$ cat config.mk
export PLATFORM = sky130hd
export DESIGN_NAME = wcc_window_mac
export DESIGN_NICKNAME = d
export VERILOG_FILES = /design/src/rtl/wcc_pkg.sv /design/src/rtl/wcc_window_mac.sv
export SDC_FILE = /design/constraint.sdc
export NUM_CORES = 1
export LEC_CHECK = 0
export ABC_CLOCK_PERIOD_IN_PS = 12000
export BUFFER_PORTS_ARGS = -buffer_cell sky130_fd_sc_hd__buf_2
export CAP_MARGIN = 40
export CORE_MARGIN = 3
export CORE_UTILIZATION = 50
export DETAILED_ROUTE_END_ITERATION = 6
export GPL_TIMING_DRIVEN = 0
export PLACE_DENSITY_LB_ADDON = 0.12
export SYNTH_ARGS = -nofsm -noshare
export SYNTH_HDL_FRONTEND = slang
export SYNTH_SLANG_ARGS = --single-unit
$ cat constraint.sdc
create_clock -name clk_i -period 12 [get_ports clk_i]
set_input_delay 1.8 -clock clk_i [delete_from_list [all_inputs] [get_ports clk_i]]
set_output_delay 1.8 -clock clk_i [all_outputs]
set_load 0.005 [all_outputs]
$ cat src/rtl/wcc_pkg.sv
// Shared constants and types of the 3x3 window filter.
package wcc_pkg;

  // Frame geometry limits
  localparam int unsigned MaxWidth  = 1024;
  localparam int unsigned MaxHeight = 1024;

  // Field and counter widths
  localparam int unsigned PixW    = 8;
  localparam int unsigned DimW    = 11;
  localparam int unsigned ColW    = $clog2(MaxWidth);
  localparam int unsigned RowW    = $clog2(MaxHeight);
  localparam int unsigned CfgW    = 24;
  localparam int unsigned CfgIdxW = 3;
  localparam int unsigned SumW    = 20;

  localparam logic [PixW-1:0] PixMax = 8'd255;

  // Configuration register indexes
  typedef enum logic [CfgIdxW-1:0] {
    CFG_WIDTH  = 3'd0,
    CFG_HEIGHT = 3'd1,
    CFG_KROW0  = 3'd2,
    CFG_KROW1  = 3'd3,
    CFG_KROW2  = 3'd4,
    CFG_MODE   = 3'd5
  } cfg_idx_e;

  // One new window column plus the position flags of the item
  typedef struct packed {
    logic [PixW-1:0] top;
    logic [PixW-1:0] mid;
    logic [PixW-1:0] pix;
    logic            emit;
    logic            row_first;
    logic            col_first;
    logic            col_last;
    logic            last;
  } wcc_col_t;

  // Clamp a geometry register to 1..maxv
  function automatic logic [DimW-1:0] eff_dim(logic [DimW-1:0] v, int unsigned maxv);
    logic [DimW-1:0] r;
    if (v == '0) begin
      r = DimW'(1);
    end else if (v > DimW'(maxv)) begin
      r = DimW'(maxv);
    end else begin
      r = v;
    end
    return r;
  endfunction

endpackage

$ cat src/rtl/wcc_window_mac.sv
// 3x3 window, nine weighted products, saturating sum and result register.
module wcc_window_mac (
  input  logic                      clk_i,
  input  logic                      rst_ni,
  input  logic [wcc_pkg::CfgW-1:0]  krow0_i,
  input  logic [wcc_pkg::CfgW-1:0]  krow1_i,
  input  logic [wcc_pkg::CfgW-1:0]  krow2_i,
  input  logic                      mode_i,
  input  logic                      col_vld_i,
  input  wcc_pkg::wcc_col_t         col_i,
  output logic                      col_adv_o,
  output logic                      out_valid_o,
  input  logic                      out_ready_i,
  output logic [wcc_pkg::PixW-1:0]  out_pixel_o,
  output logic                      out_end_o
);
  import wcc_pkg::*;

  logic [PixW-1:0] win1_q [3];
  logic [PixW-1:0] win2_q [3];
  logic [PixW-1:0] ncol   [3];
  logic [CfgW-1:0] krow   [3];
  logic [PixW-1:0] tap    [3][3];
  logic [PixW-1:0] wt     [3][3];
  logic [15:0]     prod   [3][3];
  logic [SumW-1:0] sum_d;
  logic [PixW-1:0] sat_d;

  logic            out_vld_q;
  logic [PixW-1:0] out_pix_q;
  logic            out_end_q;

  assign col_adv_o = col_vld_i && (!col_i.emit || !out_vld_q || out_ready_i);

  assign ncol[0] = col_i.top;
  assign ncol[1] = col_i.mid;
  assign ncol[2] = col_i.pix;
  assign krow[0] = krow0_i;
  assign krow[1] = krow1_i;
  assign krow[2] = krow2_i;

  // Select taps and weights, mask padding, form products
  always_comb begin
    for (int i = 0; i < 3; i++) begin
      for (int j = 0; j < 3; j++) begin
        if (j == 0) begin
          tap[i][j] = win1_q[i];
        end else if (j == 1) begin
          tap[i][j] = win2_q[i];
        end else begin
          tap[i][j] = ncol[i];
        end
        if ((i == 0 && col_i.row_first) || (j == 0 && col_i.col_first) ||
            (j == 2 && col_i.col_last)) begin
          tap[i][j] = '0;
        end
        if (mode_i) begin
          wt[i][j] = krow[2-i][8*(2-j) +: 8];
        end else begin
          wt[i][j] = krow[i][8*j +: 8];
        end
        prod[i][j] = 16'(tap[i][j]) * 16'(wt[i][j]);
      end
    end
  end

  // Sum the products and clamp
  always_comb begin
    sum_d = '0;
    for (int i = 0; i < 3; i++) begin
      for (int j = 0; j < 3; j++) begin
        sum_d = sum_d + SumW'(prod[i][j]);
      end
    end
    sat_d = (sum_d > SumW'(PixMax)) ? PixMax : sum_d[PixW-1:0];
  end

  // Shift the window as each item leaves the input stage
  always_ff @(posedge clk_i or negedge rst_ni) begin
    if (!rst_ni) begin
      for (int i = 0; i < 3; i++) begin
        win1_q[i] <= '0;
        win2_q[i] <= '0;
      end
    end else if (col_adv_o) begin
      for (int i = 0; i < 3; i++) begin
        win1_q[i] <= win2_q[i];
        win2_q[i] <= ncol[i];
      end
    end
  end

  // Hold the result until the receiver takes it
  always_ff @(posedge clk_i or negedge rst_ni) begin
    if (!rst_ni) begin
      out_vld_q <= 1'b0;
    end else if (col_adv_o && col_i.emit) begin
      out_vld_q <= 1'b1;
    end else if (out_ready_i) begin
      out_vld_q <= 1'b0;
    end
  end

  always_ff @(posedge clk_i) begin
    if (col_adv_o && col_i.emit) begin
      out_pix_q <= sat_d;
      out_end_q <= col_i.last;
    end
  end

  assign out_valid_o = out_vld_q;
  assign out_pixel_o = out_pix_q;
  assign out_end_o   = out_end_q;

endmodule

# Word-level counts from Yosys, hierarchy flattened
# Cells that the tools add are included.
[totals]
input_bits = 106
out_inout_bits = 11
regBits = 58
[op_classes]
mux = 17
n_mul = 9
addsub = 8
order_cmp = 1
n_reduce_logical = 9
[ops]
columns = ["operator", "count"]
rows = [
  ["multiplier 8 x 8 -> 16 bit", 9],
  ["2-to-1 mux 8 bit", 15],
  ["adder 20 x 16 -> 20 bit", 4],
  ["adder 19 x 16 -> 20 bit", 1],
  ["greater-than comparator 20 x 8 -> 1 bit, second input constant", 1],
  ["adder 18 x 16 -> 19 bit", 1],
  ["adder 17 x 16 -> 18 bit", 1],
  ["adder 16 x 16 -> 17 bit", 1],
  ["logical OR 1 bit", 4],
  ["logical AND 1 bit", 2],
  ["logical NOT 1 bit", 2],
  ["2-to-1 mux 1 bit", 2],
  ["nonzero test 2 bit", 1],
]

# Depth between registers and ports, before layout
[depth]
ltp_word = 12
depth_mapped = 33

# Worst setup path after synthesis
# Ideal clock, no wire load.
[synth_timing]
path_type = "in2reg"
start = "in mode_i"
end = "reg out_pix_q[0], in the netlist out_pixel_o[0] (data pin)"
path_stages = 26
path_buffers = 3
slack_ns = 1.555
setup_ns = 0.287
t_required_ns = 11.713
t_arrival_ns = 10.158
path_cell_list = "clkbuf_1 clkbuf_1 buf_1 mux2i_1 nor2_1 fa_1 fa_1 fa_1 inv_1 fa_1 fa_1 inv_1 fa_1 inv_1 fa_1 fa_1 fa_1 fa_1 inv_1 ha_1 a21o_1 a31oi_1 a211oi_2 o41a_1 nor4_2 nand4b_1"
[synth_between]
elab_chain_len = 11
word_cells_on_any_way = 25
classes_between = "8 x add/sub; 8 x mul; 1 x order compare; 8 x mux"
[synth_rtl]
columns = ["element", "line_no", "rtl"]
rows = [
  ["start: declaration", "wcc_window_mac.sv:8", "input logic mode_i,"],
  ["2-to-1 mux 8 bit", "wcc_window_mac.sv:57", "if (mode_i) begin"],
  ["multiplier 8 x 8 -> 16 bit", "wcc_window_mac.sv:62", "prod[i][j] = 16'(tap[i][j]) * 16'(wt[i][j]);"],
  ["adder 16 x 16 -> 17 bit", "wcc_window_mac.sv:72", "sum_d = sum_d + SumW'(prod[i][j]);"],
  ["adder 17 x 16 -> 18 bit", "wcc_window_mac.sv:72", ""],
  ["adder 18 x 16 -> 19 bit", "wcc_window_mac.sv:72", ""],
  ["adder 19 x 16 -> 20 bit", "wcc_window_mac.sv:72", ""],
  ["adder 20 x 16 -> 20 bit (3 in a row)", "wcc_window_mac.sv:72", ""],
  ["adder 20 x 16 -> 20 bit (*)", "wcc_window_mac.sv:72", ""],
  ["greater-than comparator 20 x 8 -> 1 bit", "wcc_window_mac.sv:75", "sat_d = (sum_d > SumW'(PixMax)) ? PixMax : sum_d[PixW-1:0];"],
  ["end signal: assignment", "wcc_window_mac.sv:106", "out_pix_q <= sat_d;"],
  ["end: declaration", "wcc_window_mac.sv:30", "logic [PixW-1:0] out_pix_q;"],
]
# Every way passes the cells marked *; elsewhere a longest branch is shown, timed or not.
# A chain may end at the register's enable or synchronous reset.

# Final worst setup path
[layout_timing]
start = "in mode_i"
end = "reg out_pix_q[5], in the netlist out_pixel_o[5] (data pin)"
# Same word-level chain as after synthesis.

==> impl_metrics.env <==
export IMPL_synth_top_area_share_pct=46.1
export IMPL_cts_made_buffers=9
export IMPL_clkLatencyLatePin_ns=0.38
export IMPL_finalCriticalPeriod_ns=11.66
export IMPL_fmax_mhz=85.7
export IMPL_crit_arrival_ns=11.75
export IMPL_grt_antenna_before_repair=2
export IMPL_synth_flop_cell="dfrtp_1"
export IMPL_fin_area_sq_um=25500
export IMPL_drtIter0Drc=1068
export IMPL_yosys_warnings=0
export IMPL_maxSlewHeadroom_pct=34.8
export IMPL_synth_xor_area_share_pct=0.372
export IMPL_final_nets=3572
export IMPL_cap_violations=0
export IMPL_cts_max_level=3
export IMPL_ys_types=49
export IMPL_gr_total_overflow=0
export IMPL_avgSynthCellArea_sq_um=9.40
export IMPL_synth_area_leaders="fa_1 (46%), ha_1 (14%), inv_1 (11%)"
export IMPL_place_hpwl_mm=65.0
export IMPL_cts_root_buffer="clkbuf_16"
export IMPL_ys_async_sr_fraction_pct=84.5
export IMPL_finalHoldViolCount=0
export IMPL_synth_edff_count=9
export IMPL_final_setup_skew_ns=0.00931
export IMPL_areaGrowthSynthToFinish_pct=8.28
export IMPL_instances_no_fill=3272
export IMPL_start_util_pct=51.3
export IMPL_synth_top_family_by_area="adder cells"
export IMPL_die_w_um=223
export IMPL_cts_tree="built"
export IMPL_drc=0
export IMPL_wl_per_cell_um=22.1
export IMPL_cts_setup_buffers=0
export IMPL_dieArea_sq_um=49800
export IMPL_coreArea_sq_um=46000
export IMPL_synth_compound_area_share_pct=1.34
export IMPL_syn_area_sq_um=23600
export IMPL_fp_dieH_um=223
export IMPL_clk_pin_slew_ns=0.06
export IMPL_layout_drive_gt1_share_pct=10.6
export IMPL_path_class="in -> reg"
export IMPL_routed_wl_mm=72.3
export IMPL_yosys_register_bits=58
export IMPL_end_kind="register"
export IMPL_cts_sinks=58
export IMPL_drtAntennaViolNets=0
export IMPL_ys_top_cells_by_count="inv_1 (696), fa_1 (543), nor2_1 (295)"
export IMPL_drt_pass1_iter_count=5
export IMPL_place_gp_congestion=0.954
export IMPL_dp_cells=3254
export IMPL_syn_nets=3413
export IMPL_period_share_pct=97.2
export IMPL_tightest_slew_ns=0.950
export IMPL_grt_pass1_wl_mm=112
export IMPL_status="finished, final reports clean"
export IMPL_crit_path_max_fanout=10
export IMPL_grt_pass1_vias=18279
export IMPL_grt_max_degree=48
export IMPL_placed_area_sq_um=25200
export IMPL_std_cell_rows=78
export IMPL_ctsHoldBuffers=0
export IMPL_portBuffers=113
export IMPL_yosysSeqAreaShare_pct=6.35
export IMPL_yosys_area_top_type="fa_1"
export IMPL_viasPerCell=5.24
export IMPL_io_pins=117
export IMPL_synth_most_common_cell="inv_1"
export IMPL_finalSetupViolations=0
export IMPL_ctsLongestPathBuffers=2
export IMPL_synthAdderAreaFrac_pct=59.7
export IMPL_synth_area_mux_share_pct=6.14
export IMPL_postSynthCellCount=2507
export IMPL_synth_simple_area_share_pct=14.1
export IMPL_grt_use_total_pct=30.5
export IMPL_cts_resized=1
export IMPL_holdCritPathClass="reg -> reg"
export IMPL_startpoint_type="primary input"
export IMPL_critical_path_required_ns=12.09
export IMPL_slew_viol_final=0
export IMPL_vias=17137
## cell families (layout without fill, tap and decap cells)
kind of cell	after synthesis	in the layout
flip-flops	58	58
adder cells (fa/ha/maj)	800	800
AND/OR/NAND/NOR	707	707
XOR/XNOR	10	10
buffers and inverters	749	913
AO/OA/AOI/OAI	48	48
multiplexers	135	135
other	0	1
## worst paths after layout
check | slack, ns | cells after the start | start | end
max | 0.34 | 27 | mode_i | out_pixel_o[5]
min | 0.51 | 1 | win1_q[7] | win1_q[7]
max reg2reg | 2.59 | 27 | tap[10] | out_pixel_o[5]
min reg2reg | 0.51 | 1 | win1_q[7] | win1_q[7]
max in group asynchronous | 10.25 | 2 | rst_ni | tap[32]
min in group asynchronous | 1.20 | 1 | rst_ni | win1_q[16]
## stage by stage
step	utilization (%)	setup TNS (ns)	hold slack [ns]	worst slack, ns
floorplan	-	0	0.481	1.55
global placement	54.2	-12.95	0.494	-1.67
detailed placement	54.9	-4.47	0.498	-0.591
CTS	55.5	0	0.512	0.0511
global route	55.5	-0.0178	0.536	-0.0111
finish	55.5	0	0.512	0.336
## flip-flops by register name (all words and copies together) (netlist names)
signal	count
out_end_o	1
out_pixel_o	8
out_valid_o	1
tap	16
win1_q	24
win2_q	8
## per-layer routing
metal	GRT usage [%]	routed length (um)
met1	43.3	31200
met2	47.9	33400
met3	7.11	5830
met4	6.99	1840
met5	0	13
## critical path, stage by stage
cell and delay, ns:
clkbuf_1 0.20, buf_1 0.23, buf_6 0.21, buf_2 0.47, mux2i_1 0.69, nor2_1 0.16
fa_1 0.60, inv_1 0.07, fa_1 0.58, fa_1 0.46, fa_1 0.64, fa_1 0.48
fa_1 0.52, fa_1 0.47, fa_1 0.52, fa_1 0.46, fa_1 0.50, inv_1 0.04
ha_1 0.39, a21o_1 0.33, a31oi_4 0.30, a211oi_2 0.18, or4_1 0.44, a31oi_1 0.15
and4bb_1 0.43, buf_2 0.26, nand4_1 0.13
## cells in the final DEF, fill, tap and decap left out, types with 5 or more instances in the layout
| cell type | n |
|---|---|
| a21o_1 | 5 |
| a21oi_1 | 16 |
| and2_1 | 51 |
| buf_1 | 15 |
| buf_2 | 118 |
| buf_4 | 25 |
| buf_8 | 5 |
| clkbuf_1 | 30 |
| clkbuf_16 | 9 |
| dfrtp_1 | 49 |
| edfxtp_1 | 9 |
| fa_1 | 543 |
| ha_1 | 257 |
| inv_1 | 696 |
| mux2_2 | 77 |
| mux2i_1 | 56 |
| nand2_1 | 140 |
| nand2b_1 | 70 |
| nand3_1 | 37 |
| nand4_1 | 7 |
| nor2_1 | 295 |
| nor2b_1 | 64 |
| o21ai_0 | 10 |
| or2_2 | 26 |
| xor2_1 | 7 |
## cell type report
type                       count  area (sq um)
antenna                        1          2.50
buffer                        52           206
clock buffer                   9           225
clock inverter                 7          45.0
fill                        4239         20400
inverter                     696          2610
multi-input combinational   1700         19300
sequential                    58          1500
tap                          600           751
timing repair buffer         149           906
Power is left out: the tool's default activity adds up to more than one toggle a clock period on the data nets, which glitch-free logic cannot reach.
